File: config.mk
export PLATFORM = sky130hd
export DESIGN_NAME = bmp24_stream_parser_unit
export DESIGN_NICKNAME = d
export VERILOG_FILES = /design/src/hdl/bmp24sp_pkg.sv /design/src/hdl/bmp24sp_core.sv /design/src/hdl/bmp24sp_fifo.sv /design/src/hdl/bmp24_stream_parser_unit.sv
export SDC_FILE = /design/constraint.sdc
export NUM_CORES = 2
export LEC_CHECK = 0
export BUFFER_PORTS_ARGS = -buffer_cell sky130_fd_sc_hd__clkbuf_2
export CORE_ASPECT_RATIO = 0.5
export CORE_UTILIZATION = 35
export DETAILED_ROUTE_END_ITERATION = 8
export PLACE_DENSITY = 0.5
export REMOVE_ABC_BUFFERS = 1
export SLEW_MARGIN = 40
export SYNTH_ARGS = -nofsm -noshare
export SYNTH_HDL_FRONTEND = slang
export SYNTH_HIERARCHICAL = 1
export SYNTH_SLANG_ARGS = --single-unit
File: constraint.sdc
create_clock -name clk -period 16.12 [get_ports clk]
set_input_delay 4.836 -clock clk [delete_from_list [all_inputs] [get_ports clk]]
set_output_delay 4.836 -clock clk [all_outputs]
set_load 0.005 [all_outputs]
File: src/hdl/bmp24sp_pkg.sv
package bmp24sp_pkg;

	// Largest width or height accepted is 2**DIM_BITS-1
	localparam int DIM_BITS = 16;

	// File format constants
	localparam int HDR_LEN = 54;
	localparam logic [7:0] MAGIC_B = 8'h42;
	localparam logic [7:0] MAGIC_M = 8'h4D;
	localparam logic [15:0] PLANES_REQ = 16'd1;
	localparam logic [15:0] DEPTH_REQ = 16'd24;

	// Result queue sizing
	localparam int FIFO_DEPTH = 4;
	localparam int FIFO_AW = $clog2(FIFO_DEPTH);
	localparam int MAX_RES = 2;

	// Output bus widths
	localparam int OUT_DATA_BITS = 91;
	localparam int OUT_TDATA_W = ((OUT_DATA_BITS + 7) / 8) * 8;

	typedef enum logic [1:0] {
		KIND_PIXEL,
		KIND_HEADER,
		KIND_ERROR,
		KIND_DONE
	} kind_t;

	typedef enum logic [2:0] {
		ERR_NONE,
		ERR_MAGIC,
		ERR_OFFSET,
		ERR_PLANES,
		ERR_DEPTH,
		ERR_SIZE,
		ERR_TRUNC,
		ERR_TOO_LARGE
	} err_t;

	typedef struct packed {
		kind_t       kind;
		err_t        error_code;
		logic [7:0]  red;
		logic [7:0]  green;
		logic [7:0]  blue;
		logic [15:0] column;
		logic [15:0] row;
		logic [15:0] image_width;
		logic [15:0] image_height;
		logic        last_of_run;
	} res_t;

	// Results produced by one byte, lowest slot first
	typedef struct packed {
		logic [1:0]        num;
		res_t [MAX_RES-1:0] res;
	} push_t;

endpackage

File: src/hdl/bmp24sp_core.sv
module bmp24sp_core import bmp24sp_pkg::*; (
	input  logic       clk,
	input  logic       arst_n,
	input  logic       in_valid,
	output logic       in_ready,
	input  logic [7:0] data_byte,
	input  logic       end_of_file,
	input  logic       room,
	output push_t      push
);

	typedef enum logic [1:0] {
		PH_HEADER,
		PH_PIXELS,
		PH_DONE
	} phase_t;

	// Input register
	logic       vld_s1;
	logic [7:0] byte_s1;
	logic       eof_s1;
	logic       proc;

	// Parser state
	phase_t              phase_q, phase_n;
	logic [5:0]          hpos_q, hpos_n;
	logic                magic_q, magic_n;
	logic [31:0]         size_q, size_n;
	logic [31:0]         offs_q, offs_n;
	logic [31:0]         wid_q, wid_n;
	logic [31:0]         hgt_q, hgt_n;
	logic [15:0]         planes_q, planes_n;
	logic [15:0]         depth_q, depth_n;
	logic [31:0]         bir_q, bir_n;
	logic [DIM_BITS-1:0] col_q, col_n;
	logic [DIM_BITS-1:0] rowc_q, rowc_n;
	logic [1:0]          chan_q, chan_n;
	logic [7:0]          blue_q, blue_n;
	logic [7:0]          green_q, green_n;

	// Row geometry derived from the header, settled long before header end
	logic [33:0] row3_q;
	logic [31:0] padded_q;
	logic [31:0] prod_q;
	logic [31:0] pad_sum;

	// Per-byte results
	res_t       slot [MAX_RES];
	logic [1:0] num_n;
	logic [1:0] lane;
	err_t       verdict;
	logic [31:0]         bir_inc;
	logic [DIM_BITS-1:0] rowc_inc;

	function automatic res_t blank_res(kind_t k, err_t e);
		res_t r;
		r = '0;
		r.kind = k;
		r.error_code = e;
		return r;
	endfunction

	assign proc = vld_s1 && room;
	assign in_ready = !vld_s1 || proc;

	// Hold the incoming item until the queue can take its results
	always_ff @(posedge clk or negedge arst_n) begin
		if (!arst_n) begin
			vld_s1 <= 1'b0;
		end else if (in_ready) begin
			vld_s1 <= in_valid;
		end
	end

	always_ff @(posedge clk) begin
		if (in_ready) begin
			byte_s1 <= data_byte;
			eof_s1 <= end_of_file;
		end
	end

	// Track row size and expected pixel bytes from the collected width and height
	assign pad_sum = row3_q[31:0] + 32'd3;

	always_ff @(posedge clk or negedge arst_n) begin
		if (!arst_n) begin
			row3_q <= '0;
			padded_q <= '0;
			prod_q <= '0;
		end else begin
			row3_q <= {2'b00, wid_q} + {1'b0, wid_q, 1'b0};
			padded_q <= {pad_sum[31:2], 2'b00};
			prod_q <= padded_q * hgt_q;
		end
	end

	assign lane = hpos_q[1:0] + 2'd2;
	assign bir_inc = bir_q + 32'd1;
	assign rowc_inc = rowc_q + DIM_BITS'(1);

	// Header checks, in priority order
	always_comb begin
		if (!magic_q) begin
			verdict = ERR_MAGIC;
		end else if (offs_q != 32'(HDR_LEN)) begin
			verdict = ERR_OFFSET;
		end else if (planes_q != PLANES_REQ) begin
			verdict = ERR_PLANES;
		end else if (depth_q != DEPTH_REQ) begin
			verdict = ERR_DEPTH;
		end else if (32'(HDR_LEN) + prod_q != size_q) begin
			verdict = ERR_SIZE;
		end else if ((wid_q >> DIM_BITS) != 32'd0 || (hgt_q >> DIM_BITS) != 32'd0) begin
			verdict = ERR_TOO_LARGE;
		end else begin
			verdict = ERR_NONE;
		end
	end

	// Next state and results for the byte in the input register
	always_comb begin
		phase_n = phase_q;
		hpos_n = hpos_q;
		magic_n = magic_q;
		size_n = size_q;
		offs_n = offs_q;
		wid_n = wid_q;
		hgt_n = hgt_q;
		planes_n = planes_q;
		depth_n = depth_q;
		bir_n = bir_q;
		col_n = col_q;
		rowc_n = rowc_q;
		chan_n = chan_q;
		blue_n = blue_q;
		green_n = green_q;
		num_n = 2'd0;
		slot[0] = blank_res(KIND_PIXEL, ERR_NONE);
		slot[1] = blank_res(KIND_PIXEL, ERR_NONE);

		case (phase_q)
			PH_HEADER: begin
				hpos_n = hpos_q + 6'd1;
				case (hpos_q) inside
					6'd0: if (byte_s1 != MAGIC_B) magic_n = 1'b0;
					6'd1: if (byte_s1 != MAGIC_M) magic_n = 1'b0;
					[6'd2:6'd5]: size_n[{lane, 3'b000} +: 8] = byte_s1;
					[6'd10:6'd13]: offs_n[{lane, 3'b000} +: 8] = byte_s1;
					[6'd18:6'd21]: wid_n[{lane, 3'b000} +: 8] = byte_s1;
					[6'd22:6'd25]: hgt_n[{lane, 3'b000} +: 8] = byte_s1;
					[6'd26:6'd27]: planes_n[{hpos_q[0], 3'b000} +: 8] = byte_s1;
					[6'd28:6'd29]: depth_n[{hpos_q[0], 3'b000} +: 8] = byte_s1;
					default: ;
				endcase
				// Judge the header on its final byte
				if (hpos_q == 6'(HDR_LEN - 1)) begin
					if (verdict != ERR_NONE) begin
						slot[num_n[0]] = blank_res(KIND_ERROR, verdict);
						num_n = num_n + 2'd1;
						phase_n = PH_DONE;
					end else begin
						slot[num_n[0]] = blank_res(KIND_HEADER, ERR_NONE);
						slot[num_n[0]].image_width = wid_q[15:0];
						slot[num_n[0]].image_height = hgt_q[15:0];
						num_n = num_n + 2'd1;
						if (hgt_q == 32'd0 || padded_q == 32'd0) begin
							slot[num_n[0]] = blank_res(KIND_DONE, ERR_NONE);
							num_n = num_n + 2'd1;
							phase_n = PH_DONE;
						end else begin
							phase_n = PH_PIXELS;
						end
					end
				end
			end
			PH_PIXELS: begin
				// Gather B, G, R and emit on red; pad bytes fall outside
				if ({2'b00, bir_q} < row3_q) begin
					case (chan_q)
						2'd0: begin
							blue_n = byte_s1;
							chan_n = 2'd1;
						end
						2'd1: begin
							green_n = byte_s1;
							chan_n = 2'd2;
						end
						default: begin
							slot[num_n[0]] = blank_res(KIND_PIXEL, ERR_NONE);
							slot[num_n[0]].red = byte_s1;
							slot[num_n[0]].green = green_q;
							slot[num_n[0]].blue = blue_q;
							slot[num_n[0]].column = 16'(col_q);
							slot[num_n[0]].row = 16'(rowc_q);
							num_n = num_n + 2'd1;
							col_n = col_q + DIM_BITS'(1);
							chan_n = 2'd0;
						end
					endcase
				end
				// Advance to the next row at the end of the padded row
				if (bir_inc == padded_q) begin
					bir_n = '0;
					col_n = '0;
					chan_n = 2'd0;
					rowc_n = rowc_inc;
					if (rowc_inc == hgt_q[DIM_BITS-1:0]) begin
						slot[num_n[0]] = blank_res(KIND_DONE, ERR_NONE);
						num_n = num_n + 2'd1;
						phase_n = PH_DONE;
					end
				end else begin
					bir_n = bir_inc;
				end
			end
			default: ;
		endcase

		// Flag a short stream, then start over for the next file
		if (eof_s1) begin
			if (phase_n != PH_DONE) begin
				slot[num_n[0]] = blank_res(KIND_ERROR, ERR_TRUNC);
				num_n = num_n + 2'd1;
			end
			phase_n = PH_HEADER;
			hpos_n = '0;
			magic_n = 1'b1;
			size_n = '0;
			offs_n = '0;
			wid_n = '0;
			hgt_n = '0;
			planes_n = '0;
			depth_n = '0;
			bir_n = '0;
			col_n = '0;
			rowc_n = '0;
			chan_n = 2'd0;
			blue_n = '0;
			green_n = '0;
		end

		if (num_n == 2'd1) slot[0].last_of_run = 1'b1;
		if (num_n == 2'd2) slot[1].last_of_run = 1'b1;
	end

	always_ff @(posedge clk or negedge arst_n) begin
		if (!arst_n) begin
			phase_q <= PH_HEADER;
			hpos_q <= '0;
			magic_q <= 1'b1;
			size_q <= '0;
			offs_q <= '0;
			wid_q <= '0;
			hgt_q <= '0;
			planes_q <= '0;
			depth_q <= '0;
			bir_q <= '0;
			col_q <= '0;
			rowc_q <= '0;
			chan_q <= 2'd0;
			blue_q <= '0;
			green_q <= '0;
		end else if (proc) begin
			phase_q <= phase_n;
			hpos_q <= hpos_n;
			magic_q <= magic_n;
			size_q <= size_n;
			offs_q <= offs_n;
			wid_q <= wid_n;
			hgt_q <= hgt_n;
			planes_q <= planes_n;
			depth_q <= depth_n;
			bir_q <= bir_n;
			col_q <= col_n;
			rowc_q <= rowc_n;
			chan_q <= chan_n;
			blue_q <= blue_n;
			green_q <= green_n;
		end
	end

	always_comb begin
		push.num = proc ? num_n : 2'd0;
		push.res[0] = slot[0];
		push.res[1] = slot[1];
	end

endmodule

File: src/hdl/bmp24sp_fifo.sv
module bmp24sp_fifo import bmp24sp_pkg::*; (
	input  logic  clk,
	input  logic  arst_n,
	input  push_t push,
	output logic  room,
	output logic  out_valid,
	input  logic  out_ready,
	output res_t  out_res
);

	res_t               mem [FIFO_DEPTH];
	logic [FIFO_AW-1:0] wp_q;
	logic [FIFO_AW-1:0] rp_q;
	logic [FIFO_AW:0]   cnt_q;
	logic               pop;

	assign out_valid = cnt_q != '0;
	assign out_res = mem[rp_q];
	assign pop = out_valid && out_ready;
	assign room = cnt_q <= (FIFO_AW + 1)'(FIFO_DEPTH - MAX_RES);

	// Write up to two results per cycle
	always_ff @(posedge clk) begin
		if (push.num != 2'd0) mem[wp_q] <= push.res[0];
		if (push.num == 2'd2) mem[wp_q + FIFO_AW'(1)] <= push.res[1];
	end

	// Advance pointers and occupancy
	always_ff @(posedge clk or negedge arst_n) begin
		if (!arst_n) begin
			wp_q <= '0;
			rp_q <= '0;
			cnt_q <= '0;
		end else begin
			wp_q <= wp_q + FIFO_AW'(push.num);
			if (pop) rp_q <= rp_q + FIFO_AW'(1);
			cnt_q <= cnt_q + (FIFO_AW + 1)'(push.num) - (FIFO_AW + 1)'(pop);
		end
	end

endmodule

File: src/hdl/bmp24_stream_parser_unit.sv
// 24-bit BMP stream parser. Feed the file one byte per item on the s_axis side
// with tlast on the final byte; the first 54 bytes are taken as the header,
// checked (magic, pixel offset 54, one plane, 24 bpp, file size against
// padded rows times height, dimensions within limit), and answered with a
// header-accepted or error result. Pixel bytes then come out as one RGB
// result per B,G,R triple with column and row in stored row order, pad bytes
// dropped, and an image-complete result after the last row. A file that ends
// early gets a truncated error; drop pixels already taken in that case. The
// block takes one byte per clock while the queue has room: each byte passes
// an input register, then counter and compare logic, into a four-entry
// result queue. Bytes that give two results (header accepted with image
// complete, last pixel with image complete, or a result followed by a
// truncated error) push two entries into the queue, and input pauses
// whenever the queue has fewer than two free entries.
module bmp24_stream_parser_unit import bmp24sp_pkg::*; (
	input  logic                   clk,
	input  logic                   arst_n,
	input  logic                   s_axis_tvalid,
	output logic                   s_axis_tready,
	input  logic [7:0]             s_axis_tdata,  // data_byte
	input  logic                   s_axis_tlast,
	output logic                   m_axis_tvalid,
	input  logic                   m_axis_tready,
	// error_code, red, green, blue, column, row, image_width, image_height, zero fill
	output logic [OUT_TDATA_W-1:0] m_axis_tdata,
	output logic [1:0]             m_axis_tuser,  // kind
	output logic                   m_axis_tlast
);

	push_t push;
	logic  room;
	res_t  res;

	bmp24sp_core u_core (
		.clk         (clk),
		.arst_n      (arst_n),
		.in_valid    (s_axis_tvalid),
		.in_ready    (s_axis_tready),
		.data_byte   (s_axis_tdata),
		.end_of_file (s_axis_tlast),
		.room        (room),
		.push        (push)
	);

	bmp24sp_fifo u_fifo (
		.clk       (clk),
		.arst_n    (arst_n),
		.push      (push),
		.room      (room),
		.out_valid (m_axis_tvalid),
		.out_ready (m_axis_tready),
		.out_res   (res)
	);

	// Pack the result item onto the master bus
	assign m_axis_tdata = OUT_TDATA_W'({res.image_height, res.image_width, res.row,
		res.column, res.blue, res.green, res.red, res.error_code});
	assign m_axis_tuser = res.kind;
	assign m_axis_tlast = res.last_of_run;

endmodule
==> results.md <==
* Failing checks: DRC
* Dpl hpwl at 114 mm
* Pin count of the biggest net entering global routing at 97
* Design Area, Final at 59,700 µm²
* Post-CTS Setup Bufs at 0
* IO Count at 114
* Adder-Cell Fraction of Synth Area at 17.8%
* Max-cap violations at 0
* Synth Instances at 4,846
* Mux cell area share after synthesis at 14.5%
* Clk slew on worst S/H paths at 0.07 ns
* Detailed-route vias per instance at 5.28
* Initial antenna violation count at 14
* Placed insts at 6,839
* Gp weighted congestion at 0.858
* Area fraction in compound gates after synthesis at 5.71%
* Post-CTS resize count at 0
* Number of clock sinks at 738
* Root Buffer: clkbuf_16
* Largest family of logic cells by synthesized area: adder cells
* Starting density of the core at 35.6%
* Port Buffer Count at 108
* DRT Pass-1 Iters at 8
* Worst setup SP type: flip-flop
* Worst-case clock skew at 0.0375 ns
* Hold Path Stages at 1
* Finished Layout Cells at 6,992
* Final hold violation count at 0
* Area Growth Syn to Fin at 9.72%
* Vias after detailed routing at 36,900
* Drt initial violations at 2,666
* Worst-skew pair later-pin latency at 0.69 ns
* Detail Route Antenna Nets at 0
* PD cells at 119 nW/µm²
* Register area share after synthesis at 37.5%
* Worst endpoint required time at 11.28 ns
* Area share of and/or/nand/nor cells after synthesis at 13.3%
* Static leakage at 0.0263 µW
* Worst slew pin tran at 0.878 ns
* Share of synthesized registers carrying an async set or reset at 47.8%
* R2R depth at 24
* Die area at 157,000 µm²
* Number of hold buffers added after CTS at 0
* H-tree depth at 3
* Synth unique cells at 88
* EDFF count, synth at 385
* Min cycle time layout at 8.45 ns
* # DRC at 8
* Total negative slack at 0 ns
* Max clock buf depth at 3
* Setup-failing EPs final at 0
* Mean routed wirelength per cell at 23.8 µm
* Tcrit/Tclk final at 52.4%
* Setup crit end kind: output pin
* CTS tree: done
* CTS Buf Count at 80
* Vias in the first global route at 38,900
* Relative max-transition margin at 41.5%
* RSZ-0062 raised after global routing: false
* Worst hold slack at 0.493 ns
* First-pass GRT wire length at 252 mm
* Die W at 560 µm
* Arrival time at the worst endpoint at 3.61 ns
* Fmax at 118 MHz
* Post-synthesis xor/xnor area fraction at 4.23%
* Crit path max fanout at 44
* Placed instance area at 56,800 µm²
* Core Region at 153,000 µm²
* Drt total wl at 167 mm
* Fin. max-slew vios at 0
* Ys flop type: edfxtp_1
* Nets at 5,435
* Worst vdd ir at 0.0867 mV
* Synthesized area at 54,400 µm²
* FF+latch count, synth at 738
* Global route total overflow at 0
* Row Count at 101
* Die height at 281 µm
* Syn_area_per_cell at 11.2 µm²
* YS warnings at 6
* Fraction of layout cells with a size suffix above 1 at 18.2%
* HP Class: reg2reg
* Tot GR Track Use at 21.3%
* Status: finished, violations left
* Crit path kind: reg2out
-- metrics by stage --
step,worst slack (ns),utilization [%],power (µW)
CTS,7.45,39.0,7190
finish,7.67,39.0,7130
global placement,7.99,37.0,5100
global route,7.35,39.0,7460
detailed placement,8.21,37.1,5150
floorplan,0.162,-,4040
-- cell type report --
class / instances / area [µm²]
diodes: 5 / 12.5
clock buffers: 105 / 2230
clock inverters: 43 / 636
fillers: 14700 / 93300
inverters: 495 / 1860
multi-input cells: 3352 / 30700
flip-flops and latches: 738 / 20400
well taps: 2060 / 2580
repair buffers: 194 / 1360
-- power by group --
| part | leakage [µW] | internal (µW) | total [µW] | switching (µW) |
|---|---|---|---|---|
| Combinational | 0.0164 | 882 | 2370 | 1490 |
| Clock | 0.00139 | 1170 | 2010 | 842 |
| Sequential | 0.00851 | 2370 | 2740 | 370 |
| Total | 0.0263 | 4420 | 7130 | 2700 |
-- path summary, 6_finish.rpt --
check	to	slack (ns)	from
worst max register to register	u_core/prod_q[30]	8.29	u_core/hgt_q[7]
worst min-delay path	u_core/padded_q[31]	0.49	u_core/row3_q[31]
min in group asynchronous	u_core/planes_q[0]	4.07	arst_n
worst min register to register	u_core/padded_q[31]	0.49	u_core/row3_q[31]
max in group asynchronous	u_core/padded_q[18]	10.73	arst_n
worst max-delay path	m_axis_tdata[42]	7.67	u_fifo/rp_q[0]
-- sequential cells by signal, summed over array words and instances, names as in the netlist, 30 cells and up --
signal,cells
u_core/bir_q,32
u_core/hgt_q,32
u_core/offs_q,32
u_core/padded_q,30
u_core/prod_q,30
u_core/row3_q,34
u_core/size_q,32
u_core/wid_q,32
u_fifo/mem,376
-- worst max-delay path, stage by stage, from the launching register on --
cell and delay, ns:
dfrtp_4 0.82, buf_4 0.62, buf_6 0.66, mux4_2 0.63, clkbuf_2 0.14
-- cell usage in the layout (no fill, tap or decap), drive strengths merged, types with 28 or more instances in the layout --
cell type,count
inv,497
mux2,489
and2,402
nand2,396
edfxtp,385
fa,355
dfrtp,352
clkbuf,212
ha,206
xnor2,182
o21ai,165
nor2,130
a21oi,112
conb,94
mux4,94
buf,87
xor2,81
nand4,61
nand3,60
and3,60
nor4,60
nor3,39
a21o,33
o31ai,32
nand2b,28
-- metal layers --
metal | global-route usage, % | share of wire (%) | vias up
li1 | - | - | 16500
met1 | 29.3 | 45 | 19200
met2 | 34.9 | 46 | 1051
met3 | 3.60 | 5.9 | 229
met4 | 5.15 | 2.3 | 2
met5 | 0 | 0.069 | -
-- cell usage after synthesis (all sizes together) (28+ instances only) --
library cell	n	area share (%)
xnor2	182	2.9
buf	182	2.4
nor4	60	0.71
mux4	94	3.9
a21o	33	0.45
o21ai	165	1.5
inv	495	3.4
mux2	489	10
nand4	61	0.71
nand3	60	0.55
o31ai	32	0.44
fa	355	13
clkbuf	171	1.2
ha	206	4.7
nand2	396	2.7
nand2b	28	0.32
edfxtp	385	21
and2	402	4.6
nor2	130	0.91
xor2	81	1.3
dfrtp	352	16
a21oi	112	1.0
nor3	39	0.36
and3	60	0.69
-- cells by family (layout without fill, tap and decap cells) --
group           after synthesis  after routing
simple gates               1352           1352
buf+inv                     848            837
flops                       738            738
mux                         590            590
fa+ha+maj                   561            561
compound gates              492            492
xor+xnor                    263            263
other cells                   2             99
Note: power is estimated with default switching activity, not from simulation.
